<file path="src/design/rpms_pkg.sv">
// rpms_pkg: shared types, constants and tables for the rectangle patrol
// motor sequencer. No dependencies.

package rpms_pkg;

  // Pulse counter width
  localparam int COUNT_W = 8;
  // Lengths are 8-bit registers; compares run at the wider of the two
  localparam int LEN_W   = 8;
  localparam int CMP_W   = (COUNT_W > LEN_W) ? COUNT_W : LEN_W;

  localparam int IN_DATA_W  = 16;  // 14 payload bits, byte padded
  localparam int OUT_DATA_W = 16;  // 11 payload bits, byte padded
  localparam int CFG_IDX_W  = 3;
  localparam int CFG_DATA_W = 8;

  // Register indexes
  localparam logic [CFG_IDX_W-1:0] REG_SIDE_ONE   = 3'd0;
  localparam logic [CFG_IDX_W-1:0] REG_SIDE_TWO   = 3'd1;
  localparam logic [CFG_IDX_W-1:0] REG_SIDE_THREE = 3'd2;
  localparam logic [CFG_IDX_W-1:0] REG_SIDE_FOUR  = 3'd3;
  localparam logic [CFG_IDX_W-1:0] REG_TURN       = 3'd4;
  localparam logic [CFG_IDX_W-1:0] REG_ACK        = 3'd5;
  localparam logic [CFG_IDX_W-1:0] REG_RUN        = 3'd6;

  // Register reset values
  localparam logic [LEN_W-1:0] TURN_PULSES_RST = 8'd6;
  localparam logic [7:0]       ACK_CODE_RST    = 8'd9;

  // Motor line patterns: bit0 m11, bit1 m12, bit2 m21, bit3 m22
  localparam logic [3:0] DRIVE_PATTERN = 4'h9;
  localparam logic [3:0] TURN_PATTERN  = 4'h1;
  localparam logic [3:0] MOTORS_OFF    = 4'h0;

  typedef enum logic [1:0] {
    MODE_IDLE  = 2'd0,
    MODE_SCAN  = 2'd1,
    MODE_ACK   = 2'd2,
    MODE_CLEAR = 2'd3
  } obs_mode_t;

  // Sensor slots, served in this order
  localparam logic [1:0] SLOT_LEFT  = 2'd0;
  localparam logic [1:0] SLOT_RIGHT = 2'd1;
  localparam logic [1:0] SLOT_FRONT = 2'd2;
  localparam logic [1:0] SLOT_BACK  = 2'd3;

  // Obstacle codes sent on the serial link
  localparam logic [1:0] CODE_LEFT  = 2'd3;
  localparam logic [1:0] CODE_RIGHT = 2'd1;
  localparam logic [1:0] CODE_FRONT = 2'd0;
  localparam logic [1:0] CODE_BACK  = 2'd2;

  function automatic logic [1:0] slot_code(input logic [1:0] slot);
    logic [1:0] code;
    unique case (slot)
      SLOT_LEFT:  code = CODE_LEFT;
      SLOT_RIGHT: code = CODE_RIGHT;
      SLOT_FRONT: code = CODE_FRONT;
      default:    code = CODE_BACK;
    endcase
    return code;
  endfunction

endpackage

</file>
<file path="src/design/rectangle_patrol_motor_sequencer.sv">
// rectangle_patrol_motor_sequencer: top level, eight-phase patrol sequencer
// with obstacle reporting. Depends on rpms_pkg.
//
//  channel  | direction | payload, lowest bit first
//  ---------+-----------+-------------------------------------------------------
//  in_      | slave     | pulse, sensor_levels[4], rx_valid, rx_byte[8]
//  out_     | master    | motor_drive[4], tx_valid, tx_code[2], phase[3], obstacle_busy
//  cfg_     | write     | index 0..6: side lengths 1..4, turn_pulses, ack_code, run_enable
//
// One item per clock unless out_ stalls: the phase/obstacle state and the result
// register both load at the accepting edge, so the result is offered on out_
// the next cycle. in_tready is high while the output register is empty or being
// drained, so a stalled consumer holds off input only once a result is waiting.
// Reset (rst_n low, synchronous) clears the state, the output valid and sets the
// registers to their reset values (turn_pulses 6, ack_code 9, others 0).

module rectangle_patrol_motor_sequencer (
  input  logic                                clk,
  input  logic                                rst_n,
  // pulse, sensor_levels[3:0], rx_valid, rx_byte[7:0], zero pad
  input  logic [rpms_pkg::IN_DATA_W-1:0]      in_tdata,
  input  logic                                in_tvalid,
  output logic                                in_tready,
  // motor_drive[3:0], tx_valid, tx_code[1:0], phase[2:0], obstacle_busy, pad
  output logic [rpms_pkg::OUT_DATA_W-1:0]     out_tdata,
  output logic                                out_tvalid,
  input  logic                                out_tready,
  input  logic                                cfg_we,
  input  logic [rpms_pkg::CFG_IDX_W-1:0]      cfg_idx,
  input  logic [rpms_pkg::CFG_DATA_W-1:0]     cfg_wdata
);
  import rpms_pkg::*;

  // configuration
  logic [LEN_W-1:0] side_one_r, side_two_r, side_three_r, side_four_r, turn_r;
  logic [7:0]       ack_r;
  logic             run_en_r;

  // sequencer state
  logic [2:0]         phase_r, phase_nxt;
  logic [COUNT_W-1:0] cnt_r, cnt_nxt;
  obs_mode_t          mode_r, mode_nxt;
  logic [1:0]         slot_r, slot_nxt;

  // output register
  logic                  out_valid_r;
  logic [OUT_DATA_W-1:0] out_data_r, out_data_nxt;

  // input fields
  logic       in_pulse;
  logic [3:0] in_sens;
  logic       in_rx_valid;
  logic [7:0] in_rx_byte;

  logic       in_acc;

  // result fields
  logic [3:0] motors;
  logic       tx_valid;
  logic [1:0] tx_code;

  // scratch
  logic             drive;
  logic [COUNT_W-1:0] cnt_inc;
  logic [LEN_W-1:0] limit;

  assign in_pulse    = in_tdata[0];
  assign in_sens     = in_tdata[4:1];
  assign in_rx_valid = in_tdata[5];
  assign in_rx_byte  = in_tdata[13:6];

  // Output register doubles as the skid stage between the two sides
  assign in_tready  = !out_valid_r || out_tready;
  assign in_acc     = in_tvalid && in_tready;
  assign out_tvalid = out_valid_r;
  assign out_tdata  = out_data_r;

  // Configuration writes; out-of-range index is dropped
  always_ff @(posedge clk) begin
    if (!rst_n) begin
      side_one_r   <= '0;
      side_two_r   <= '0;
      side_three_r <= '0;
      side_four_r  <= '0;
      turn_r       <= TURN_PULSES_RST;
      ack_r        <= ACK_CODE_RST;
      run_en_r     <= 1'b0;
    end else if (cfg_we) begin
      unique case (cfg_idx)
        REG_SIDE_ONE:   side_one_r   <= cfg_wdata[LEN_W-1:0];
        REG_SIDE_TWO:   side_two_r   <= cfg_wdata[LEN_W-1:0];
        REG_SIDE_THREE: side_three_r <= cfg_wdata[LEN_W-1:0];
        REG_SIDE_FOUR:  side_four_r  <= cfg_wdata[LEN_W-1:0];
        REG_TURN:       turn_r       <= cfg_wdata[LEN_W-1:0];
        REG_ACK:        ack_r        <= cfg_wdata[7:0];
        REG_RUN:        run_en_r     <= cfg_wdata[0];
        default: ;
      endcase
    end
  end

  // Next state and result for the item on the input
  always_comb begin
    phase_nxt = phase_r;
    mode_nxt  = mode_r;
    slot_nxt  = slot_r;
    motors    = MOTORS_OFF;
    tx_valid  = 1'b0;
    tx_code   = 2'd0;
    drive     = !phase_r[0];
    cnt_inc   = cnt_r + COUNT_W'(in_pulse);
    cnt_nxt   = cnt_inc;
    limit     = turn_r;

    if (!run_en_r) begin
      // disabled: hold everything at reset, motors off
      phase_nxt = 3'd0;
      cnt_nxt   = '0;
      mode_nxt  = MODE_IDLE;
      slot_nxt  = SLOT_LEFT;
    end else begin
      // obstacle entry, then scan of slot 0 in the same item
      if (drive && mode_r == MODE_IDLE && in_sens != 4'd0) begin
        mode_nxt = MODE_SCAN;
        slot_nxt = SLOT_LEFT;
      end

      unique case (mode_nxt)
        MODE_SCAN: begin
          if (in_sens[slot_nxt]) begin
            tx_valid = 1'b1;
            tx_code  = slot_code(slot_nxt);
            mode_nxt = MODE_ACK;
          end else if (slot_nxt == SLOT_BACK) begin
            slot_nxt = SLOT_LEFT;
            mode_nxt = MODE_IDLE;
          end else begin
            slot_nxt = slot_nxt + 2'd1;
          end
        end
        MODE_ACK: begin
          if (in_rx_valid && in_rx_byte == ack_r) mode_nxt = MODE_CLEAR;
        end
        MODE_CLEAR: begin
          if (!in_sens[slot_nxt]) begin
            if (slot_nxt == SLOT_BACK) begin
              slot_nxt = SLOT_LEFT;
              mode_nxt = MODE_IDLE;
            end else begin
              slot_nxt = slot_nxt + 2'd1;
              mode_nxt = MODE_SCAN;
            end
          end
        end
        default: ;
      endcase

      // phase end only when no report is pending
      if (mode_nxt == MODE_IDLE) begin
        if (drive) begin
          unique case (phase_r[2:1])
            2'd0:    limit = side_one_r;
            2'd1:    limit = side_two_r;
            2'd2:    limit = side_three_r;
            default: limit = side_four_r;
          endcase
        end
        if (CMP_W'(cnt_inc) >= CMP_W'(limit)) begin
          phase_nxt = phase_r + 3'd1;
          cnt_nxt   = '0;
        end else begin
          motors = drive ? DRIVE_PATTERN : TURN_PATTERN;
        end
      end
    end

    out_data_nxt = {5'd0, (mode_nxt != MODE_IDLE), phase_nxt, tx_code, tx_valid, motors};
  end

  always_ff @(posedge clk) begin
    if (!rst_n) begin
      phase_r     <= 3'd0;
      cnt_r       <= '0;
      mode_r      <= MODE_IDLE;
      slot_r      <= SLOT_LEFT;
      out_valid_r <= 1'b0;
    end else begin
      if (in_acc) begin
        phase_r <= phase_nxt;
        cnt_r   <= cnt_nxt;
        mode_r  <= mode_nxt;
        slot_r  <= slot_nxt;
      end
      if (in_acc)          out_valid_r <= 1'b1;
      else if (out_tready) out_valid_r <= 1'b0;
    end
  end

  always_ff @(posedge clk) begin
    if (in_acc) out_data_r <= out_data_nxt;
  end

  // A sent code always leaves the block waiting for the ack
  a_tx_busy: assert property (@(posedge clk) disable iff (!rst_n)
    out_valid_r && out_data_r[4] |-> out_data_r[10])
    else $error("tx without obstacle busy");

  // Motors are off while a report is handled
  a_busy_stop: assert property (@(posedge clk) disable iff (!rst_n)
    out_valid_r && out_data_r[10] |-> out_data_r[3:0] == MOTORS_OFF)
    else $error("motors running during obstacle handling");

  // Obstacle handling only ever happens in a drive phase
  a_mode_drive: assert property (@(posedge clk) disable iff (!rst_n)
    mode_r != MODE_IDLE |-> !phase_r[0])
    else $error("obstacle handling in a turn phase");

  // An item taken while disabled leaves the state at reset
  a_disabled: assert property (@(posedge clk) disable iff (!rst_n)
    in_acc && !run_en_r |=> phase_r == 3'd0 && mode_r == MODE_IDLE && cnt_r == '0)
    else $error("state not cleared while disabled");

  // Reported phase matches the state left by the item that made it
  a_phase_out: assert property (@(posedge clk) disable iff (!rst_n)
    in_acc |=> out_data_r[9:7] == phase_r)
    else $error("result phase differs from state");

endmodule

</file>
<file path="config.mk">
export PLATFORM = sky130hd
export DESIGN_NAME = rectangle_patrol_motor_sequencer
export DESIGN_NICKNAME = d
export VERILOG_FILES = /design/src/design/rpms_pkg.sv /design/src/design/rectangle_patrol_motor_sequencer.sv
export SDC_FILE = /design/constraint.sdc
export NUM_CORES = 1
export LEC_CHECK = 0
export CELL_PAD_IN_SITES_DETAIL_PLACEMENT = 1
export CELL_PAD_IN_SITES_GLOBAL_PLACEMENT = 1
export CORE_MARGIN = 3
export CORE_UTILIZATION = 48
export CTS_BUF_LIST = sky130_fd_sc_hd__clkbuf_16
export CTS_CLUSTER_SIZE = 24
export DETAILED_ROUTE_END_ITERATION = 10
export DONT_BUFFER_PORTS = 1
export GPL_TIMING_DRIVEN = 0
export PLACE_DENSITY = 0.78
export RECOVER_POWER = 50
export SLEW_MARGIN = 30
export SYNTH_ARGS = -nofsm -noshare
export SYNTH_HDL_FRONTEND = slang
export SYNTH_SLANG_ARGS = --single-unit
export TNS_END_PERCENT = 30
</file>
<file path="constraint.sdc">
create_clock -name clk -period 4.16 [get_ports clk]
set_clock_uncertainty 0.1 [all_clocks]
set_input_delay 0.624 -clock clk [delete_from_list [all_inputs] [get_ports clk]]
set_output_delay 0.624 -clock clk [all_outputs]
set_load 0.02 [all_outputs]
</file>
# After elaboration in Yosys (flattened, before gate mapping)
# Index checks and enable logic that the tools add are counted.
[word_totals] elab_cells=97 regBits=76 output_inout_bits=18
[classes] eq_ne=15 n_addsub=3 n_reduce_logical=26 n_mux=33 magnitude_cmp=2 n_bitwise=2
[op_table] operator="two-way mux 8 bit" n=6
[op_table] operator="two-way mux 2 bit" n=14
[op_table] operator="one-hot mux 8 bit (3 select lines)" n=1
[op_table] operator="AND reduction 2 bit" n=8
[op_table] operator="one-hot mux 2 bit (3 select lines)" n=2
[op_table] operator="equality test 2 bit, second input constant" n=5
[op_table] operator="equality test 3 bit, second input constant" n=3
[op_table] operator="two-way mux 3 bit" n=3
[op_table] operator="adder 8 x 1 -> 8 bit" n=1
[op_table] operator="equality test 8 bit" n=1
[op_table] operator="greater-or-equal comparator 8 bit" n=1
[op_table] operator="zero test 2 bit" n=4
[op_table] operator="equality test 2 x 1 -> 1 bit, second input constant" n=3
[op_table] operator="equality test 3 x 2 -> 1 bit, second input constant" n=2
[op_table] operator="two-way mux 1 bit" n=5
[op_table] operator="logical AND 1 bit" n=4
[op_table] operator="two-way mux 4 bit" n=1
[op_table] operator="nonzero test 2 bit" n=2
[op_table] operator="nonzero test 4 bit" n=1
[op_table] operator="adder 3 x 1 -> 3 bit, second input constant" n=1
[op_table] operator="equality test 3 x 1 -> 1 bit, second input constant" n=1
[op_table] operator="zero test 3 bit" n=1
[op_table] operator="< comparator 2 x 3 -> 1 bit, second input constant" n=1
[op_table] operator="AND reduction 3 bit" n=1
[op_table] operator="other kinds (7)" n=9

# Longest topological paths before layout
# Gate-level depths: netlist of run 1.
[logic_depth] ltp_word=17 ltp_mapped=12

# Worst setup path after synthesis of run 1
# OpenSTA, ideal clock, no wires.
[synth_path] path_type="reg2reg" start="register phase_r[1]" end="register out_data_r[7] (netlist: out_tdata[7]), data pin" stages_incl_launch_ff=11 arrival_ns=2.848 required_time_ns=3.796 synth_period_minus_slack_ns=3.212 slack_ns=0.948 n_path_buf=2 cell_sequence="dfxtp_1 > clkbuf_1 > mux4_2 > mux2i_1 > ha_1 > a21o_1 > a2111oi_2 > o21a_1 > clkbuf_1 > or4_1 > a21oi_1"
[synth_via] elab_chain_len=9
[synth_rtl] element="start: declaration" line="rectangle_patrol_motor_sequencer.sv:40" text="logic [2:0] phase_r, phase_nxt;"
[synth_rtl] element="start signal: assignment" line="rectangle_patrol_motor_sequencer.sv:189" text="phase_r <= phase_nxt;"
[synth_rtl] element="equality test 2 bit, or another cell as far along" line="rectangle_patrol_motor_sequencer.sv:161" text="unique case (phase_r[2:1])"
[synth_rtl] element="one-hot mux 8 bit (3 select lines) *" line="rectangle_patrol_motor_sequencer.sv:161"
[synth_rtl] element="two-way mux 8 bit *" line="rectangle_patrol_motor_sequencer.sv:160" text="if (drive) begin"
[synth_rtl] element="two-way mux 8 bit *" line="rectangle_patrol_motor_sequencer.sv:159" text="if (mode_nxt == MODE_IDLE) begin"
[synth_rtl] element="two-way mux 8 bit *" line="rectangle_patrol_motor_sequencer.sv:115" text="if (!run_en_r) begin"
[synth_rtl] element="greater-or-equal comparator 8 bit *" line="rectangle_patrol_motor_sequencer.sv:168" text="if (CMP_W'(cnt_inc) >= CMP_W'(limit)) begin"
[synth_rtl] element="two-way mux 3 bit *" line="rectangle_patrol_motor_sequencer.sv:168"
[synth_rtl] element="two-way mux 3 bit *" line="rectangle_patrol_motor_sequencer.sv:159"
[synth_rtl] element="two-way mux 3 bit *" line="rectangle_patrol_motor_sequencer.sv:115"
[synth_rtl] element="named net out_data_nxt[7]" line="rectangle_patrol_motor_sequencer.sv:47" text="logic [OUT_DATA_W-1:0] out_data_r, out_data_nxt;"
[synth_rtl] element="end signal: assignment" line="rectangle_patrol_motor_sequencer.sv:200" text="if (in_acc) out_data_r <= out_data_nxt;"
[synth_rtl] element="end: declaration" line="rectangle_patrol_motor_sequencer.sv:47"
# Mark *: on every way through the listed nets, which the timed path passes. The rest lies on a longest branch. The select of a mux whose other input is x is not followed.
# A chain may end at the register's enable or synchronous reset.

# Worst setup path after layout of run 1
# Same ends and word-level chain as after synthesis.

==> results.sh, run 1 <==
export IMPL_grt_pass1_vias=3520
export IMPL_numClockSinks=74
export IMPL_synth_top_area_share_pct=33.9
export IMPL_vdd_drop_max_v=0.000242
export IMPL_fmax_mhz=283
export IMPL_place_ws_ns=0.346
export IMPL_die_area_sq_mm=0.00911
export IMPL_slew_violations=0
export IMPL_clock_path_buffers=2
export IMPL_status="finished clean"
export IMPL_cts_htree_levels=3
export IMPL_antennaDiodeCount=0
export IMPL_dr_pass1_iters=4
export IMPL_num_vias=3342
export IMPL_final_nets=508
export IMPL_drive_gt1_share_pct=9.81
export IMPL_wl_per_cell_um=19.5
export IMPL_holdWs_ns=0.313
export IMPL_ctsRootBufferMaster="clkbuf_16"
export IMPL_ios=50
export IMPL_clk_pin_slew_worst_paths_ns=0.06
export IMPL_start_util_pct=51.3
export IMPL_vias_per_cell=5.88
export IMPL_drc_errors=0
export IMPL_drt_iter0_drc=128
export IMPL_crit_chain="clkbuf_2 > mux4_2 > mux2i_1 > ha_1 > a21o_1 > a2111oi_2 > o21a_1 > clkbuf_1 > or4_1 > a21oi_1"
export IMPL_place_inst=552
export IMPL_syn_inst=447
export IMPL_reg2reg_slack_ns=0.63
export IMPL_period_share_pct=85.0
export IMPL_cp_max_fo=10
export IMPL_crit_slowest_cell="mux4_2"
export IMPL_hold_viol_final=0
export IMPL_core_area_sq_mm=0.00749
export IMPL_grt_max_degree=14
export IMPL_hold_class="in -> reg"
export IMPL_p_per_area_mw_per_mm2=392
export IMPL_ys_types=54
export IMPL_antenna_found_initial=0
export IMPL_synth_common_cells="nand2_1, dfxtp_1, a21oi_1, nand3_1, nor2_1"
export IMPL_numCtsBuffers=9
export IMPL_gp_congestion=0.819
export IMPL_critPathMaxStageDelay_ns=0.58
export IMPL_final_util_pct=57.6
export IMPL_synth_area_leaders="dfxtp_1, nand2_1, a21oi_1, edfxtp_1, mux4_2"
export IMPL_cp_required_ns=4.13
export IMPL_die_y_um=95.5
export IMPL_rsz0062_at_grt="false"
export IMPL_cap_violations=0
export IMPL_slew_headroom_pct=44.6
export IMPL_die_w_um=95.5
export IMPL_wl_mm=11.1
export IMPL_netlist_area_sq_mm=0.00384
export IMPL_area_growth_pct=12.2
export IMPL_critPathKind="reg -> reg"
export IMPL_finalSetupTns_ns=0
export IMPL_route_antenna_remaining_nets=0
export IMPL_setup_worst_path_start_class="register"
export IMPL_yosysMostFrequentCell="nand2_1"
export IMPL_cts_tree="built"
export IMPL_critPathArrivalTime_ns=3.51
export IMPL_synth_seq_area_share_pct=40.9
export IMPL_num_rows=31
export IMPL_ys_ff_latch=74
export IMPL_fin_ws_ns=0.626
export IMPL_clkLatencyLatePin_ns=0.34
export IMPL_endpoint_kind="register"
export IMPL_synth_ff_type="dfxtp_1"
export IMPL_synth_area_per_cell_sq_um=8.59
export IMPL_p_leak_nw=1.59
export IMPL_overflow=0
export IMPL_fin_crit_ns=3.53
export IMPL_setup_viol=0
export IMPL_instances_no_fill=568
export IMPL_post_dp_hpwl_mm=7.76
export IMPL_synth_edf_count=9
export IMPL_portBuffers=0
export IMPL_synth_warning_count=0
export IMPL_grt_pass1_wl_mm=18.0
export IMPL_cp_buffers_inverters=2
export IMPL_grt_use_total_pct=26.3
export IMPL_yosys_area_top_type="dfxtp_1"
export IMPL_path_delay_family="compound AO/OA/AOI/OAI gates"
export IMPL_synth_async_reset_ratio_pct=0
export IMPL_cts_hold_buf=0
export IMPL_worst_slew_pin_slew_ns=0.826
## routing by layer
metal	track usage, %	vias up	wire length [um]
li1	-	1606	-
met1	31.9	1635	4850
met2	46.5	84	5660
met3	5.05	17	424
met4	8.89	0	168
met5	0	-	0
## final timing paths
path                      startpoint                endpoint  depth (start not counted)
max          phase_r[1]$_SDFFE_PN0P_  out_tdata[7]$_DFFE_PP_                         10
max reg2reg  phase_r[1]$_SDFFE_PN0P_  out_tdata[7]$_DFFE_PP_                         10
min reg2reg   turn_r[6]$_SDFFE_PN0P_  turn_r[6]$_SDFFE_PN0P_                          2
min                     cfg_wdata[2]  turn_r[2]$_SDFFE_PN1P_                          2
## worst register-to-register path, stage by stage (launching register included)
cell and delay [ns]:
dfxtp_1 0.34, clkbuf_2 0.36, mux4_2 0.58, mux2i_1 0.16
ha_1 0.27, a21o_1 0.19, a2111oi_2 0.41, o21a_1 0.20
clkbuf_1 0.38, or4_1 0.20, a21oi_1 0.08
## per-stage QoR
| step | area [sq um] | total power [mW] |
|---|---|---|
| 2_1_floorplan | 3860 | 0.856 |
| 3_3_place_gp | 3990 | 0.884 |
| 3_5_place_dp | 3990 | 0.887 |
| 4_1_cts | 4310 | 1.69 |
| 5_1_grt | 4310 | 1.74 |
| 6_report | 4310 | 1.69 |
## layout by cell type (no fill, tap or decap), drive strengths merged, types with 7 or more instances in the layout
master	instances
nor3	7
ha	12
xor2	11
nand3	15
conb	7
mux4	8
dfxtp	65
a21oi	55
nor2b	8
mux2i	8
inv	9
edfxtp	9
nand2	114
buf	13
nor2	15
o21a	9
clkbuf	24
a31oi	7
and2	8
## state kept, by name, indices dropped and copies added (netlist names), 8 cells and up
| signal | count |
|---|---|
| ack_r | 8 |
| cnt_r | 8 |
| out_tdata | 9 |
| side_four_r | 8 |
| side_one_r | 8 |
| side_three_r | 8 |
| side_two_r | 8 |
| turn_r | 8 |
## kinds of logic after synthesis
| family | Yosys count | synth area share [%] |
|---|---|---|
| other cells | 1 | 0.0976 |
| flops | 74 | 40.9 |
| compound gates | 102 | 17.1 |
| mux | 18 | 7.36 |
| buf+inv | 34 | 4.36 |
| simple gates | 192 | 23.0 |
| xor+xnor | 14 | 3.19 |
| fa+ha+maj | 12 | 3.91 |
## timing repair
action,4_1_cts,5_1_grt
setup endpoints to repair,0,2
setup buffers,0,0
gates resized for setup,0,3
## where the power goes
part | leakage [nW] | total, mW | switching, mW | internal [mW]
registers | 0.617 | 0.754 | 0.0149 | 0.739
clock network | 0.160 | 0.814 | 0.313 | 0.501
logic | 0.815 | 0.121 | 0.0818 | 0.0397
total | 1.59 | 1.69 | 0.409 | 1.28
## layout make-up
type                    count  area [sq um]
multi-input cells         345          2130
clock inverters             6          62.6
clock buffers              10           250
flip-flops and latches     74          1570
well taps                  99           124
fillers                   891          3170
inverters                   7          26.3
plain buffers              27           143
(Power assumes the default switching activity.)
==> inputs of run 2 (changes only) <==
==> constraint.sdc (replaced) <==
create_clock -name clk -period 3.3 [get_ports clk]
set_clock_uncertainty 0.1 [all_clocks]
set_input_delay 0.495 -clock clk [delete_from_list [all_inputs] [get_ports clk]]
set_output_delay 0.495 -clock clk [all_outputs]
set_load 0.02 [all_outputs]
==> run 2 against run 1 <==
Sequential cell count did not move. Utilization grew 0.45 points. Clock-buffer cell count did not move. Wire length grew 1.4%. Fmax increased by 10%. Design area grew 0.78%. Clock power rose by 27%. Critical path type unchanged. Critical endpoint unchanged.
==> results.sh, run 2 (same netlist as run 1, synthesis figures left out) <==
export IMPL_setup_worst_path_start_class="register"
export IMPL_critPathArrivalTime_ns=3.26
export IMPL_dpl_cell_area_sq_mm=0.00399
export IMPL_final_util_pct=58.0
export IMPL_final_nets=507
export IMPL_vias_per_cell=5.91
export IMPL_clk_pin_slew_worst_paths_ns=0.06
export IMPL_status="finished clean"
export IMPL_place_inst=552
export IMPL_layout_commonest_cell="nand2_1"
export IMPL_endpoint_kind="register"
export IMPL_largest_reg_flops=9
export IMPL_num_rows=31
export IMPL_fillers=884
export IMPL_ctsRootBufferMaster="clkbuf_16"
export IMPL_drive_gt1_share_pct=10.9
export IMPL_critPathLaunch="phase_r[1]$_SDFFE_PN0P_"
export IMPL_period_share_pct=97.0
export IMPL_fin_crit_ns=3.20
export IMPL_total_power_mw=2.14
export IMPL_slew_violations=0
export IMPL_portBuffers=0
export IMPL_cts_hold_buf=0
export IMPL_hold_viol_final=0
export IMPL_antenna_found_initial=0
export IMPL_r2r_start="phase_r[1]$_SDFFE_PN0P_"
export IMPL_critPathKind="reg -> reg"
export IMPL_numCtsBuffers=9
export IMPL_cts_repair_resized=4
export IMPL_finalSetupTns_ns=0
export IMPL_multi_input_area_sq_mm=0.00216
export IMPL_cap_violations=0
export IMPL_fin_ws_ns=0.100
export IMPL_die_area_sq_mm=0.00911
export IMPL_min_delay_start="cfg_wdata[5]"
export IMPL_gp_congestion=0.819
export IMPL_hold_depth=2
export IMPL_wl_mm=11.3
export IMPL_cp_required_ns=3.36
export IMPL_post_dp_hpwl_mm=7.76
export IMPL_dr_pass1_iters=4
export IMPL_route_antenna_remaining_nets=0
export IMPL_antennaDiodeCount=0
export IMPL_p_leak_nw=1.60
export IMPL_core_area_sq_mm=0.00749
export IMPL_grt_max_degree=14
export IMPL_cts_htree_levels=3
export IMPL_grt_pass1_vias=3540
export IMPL_wl_per_cell_um=19.9
export IMPL_grt_pass1_wl_mm=18.1
export IMPL_cts_setup_buffers=0
export IMPL_die_w_um=95.5
export IMPL_cts_tree="built"
export IMPL_drc_errors=0
export IMPL_clkLatencyLatePin_ns=0.34
export IMPL_clock_path_buffers=2
export IMPL_layout_common_cells="nand2_1, dfxtp_1, a21oi_1, nor2_1, nand3_1"
export IMPL_place_ws_ns=-0.514
export IMPL_area_growth_pct=13.1
export IMPL_slew_headroom_pct=54.1
export IMPL_vdd_drop_max_v=0.000309
export IMPL_cp_max_fo=10
export IMPL_hold_class="in -> reg"
export IMPL_holdWs_ns=0.182
export IMPL_die_y_um=95.5
export IMPL_num_vias=3353
export IMPL_reg2reg_depth=10
export IMPL_fmax_mhz=313
export IMPL_drt_iter0_drc=136
export IMPL_start_util_pct=51.3
export IMPL_worst_slew_pin_slew_ns=0.684
export IMPL_design_area_sq_mm=0.00435
export IMPL_ios=50
export IMPL_overflow=0
export IMPL_instances_no_fill=567
export IMPL_grt_use_total_pct=26.4
export IMPL_p_per_area_mw_per_mm2=491
export IMPL_numClockSinks=74
export IMPL_seqCellArea_sq_mm=0.00157
export IMPL_setup_viol=0
==> run 2: cell type report <==
type / instances / area share [%]
Buffer: 26 / 3.51
Inverter: 7 / 0.605
Clock buffer: 10 / 5.76
Multi-Input combinational cell: 345 / 49.7
Tap cell: 99 / 2.85
Clock inverter: 6 / 1.44
Sequential cell: 74 / 36.2
==> run 2: path summary, 6_finish.rpt <==
path | to | slack, ns
worst max-delay path | out_tdata[7]$_DFFE_PP_ | 0.10
worst min register to register | turn_r[6]$_SDFFE_PN0P_ | 0.36
worst max register to register | out_tdata[7]$_DFFE_PP_ | 0.10
worst min-delay path | side_four_r[5]$_SDFFE_PN0P_ | 0.18
==> run 2: where the power goes <==
group | leakage, nW | internal (mW) | switching, mW
logic | 0.827 | 0.0513 | 0.105
clock network | 0.160 | 0.632 | 0.397
registers | 0.617 | 0.932 | 0.0188
total | 1.60 | 1.61 | 0.521
==> run 2: layer usage <==
metal  up-vias  track usage, %  routed length, um
li1       1606               -                  -
met1      1657            31.8               4840
met2        77            46.9               5820
met3        13            5.05                463
met4         0            8.89                147
met5         -               0                  0
==> run 2: critical path, stage by stage (launching register included) <==
cell      delay (ns)
dfxtp_1         0.36
buf_6           0.19
mux4_2          0.51
mux2_2          0.28
ha_1            0.26
nand2b_1        0.10
a211oi_1        0.11
o21a_1          0.22
clkbuf_4        0.19
or4_1           0.48
a21oi_1         0.22
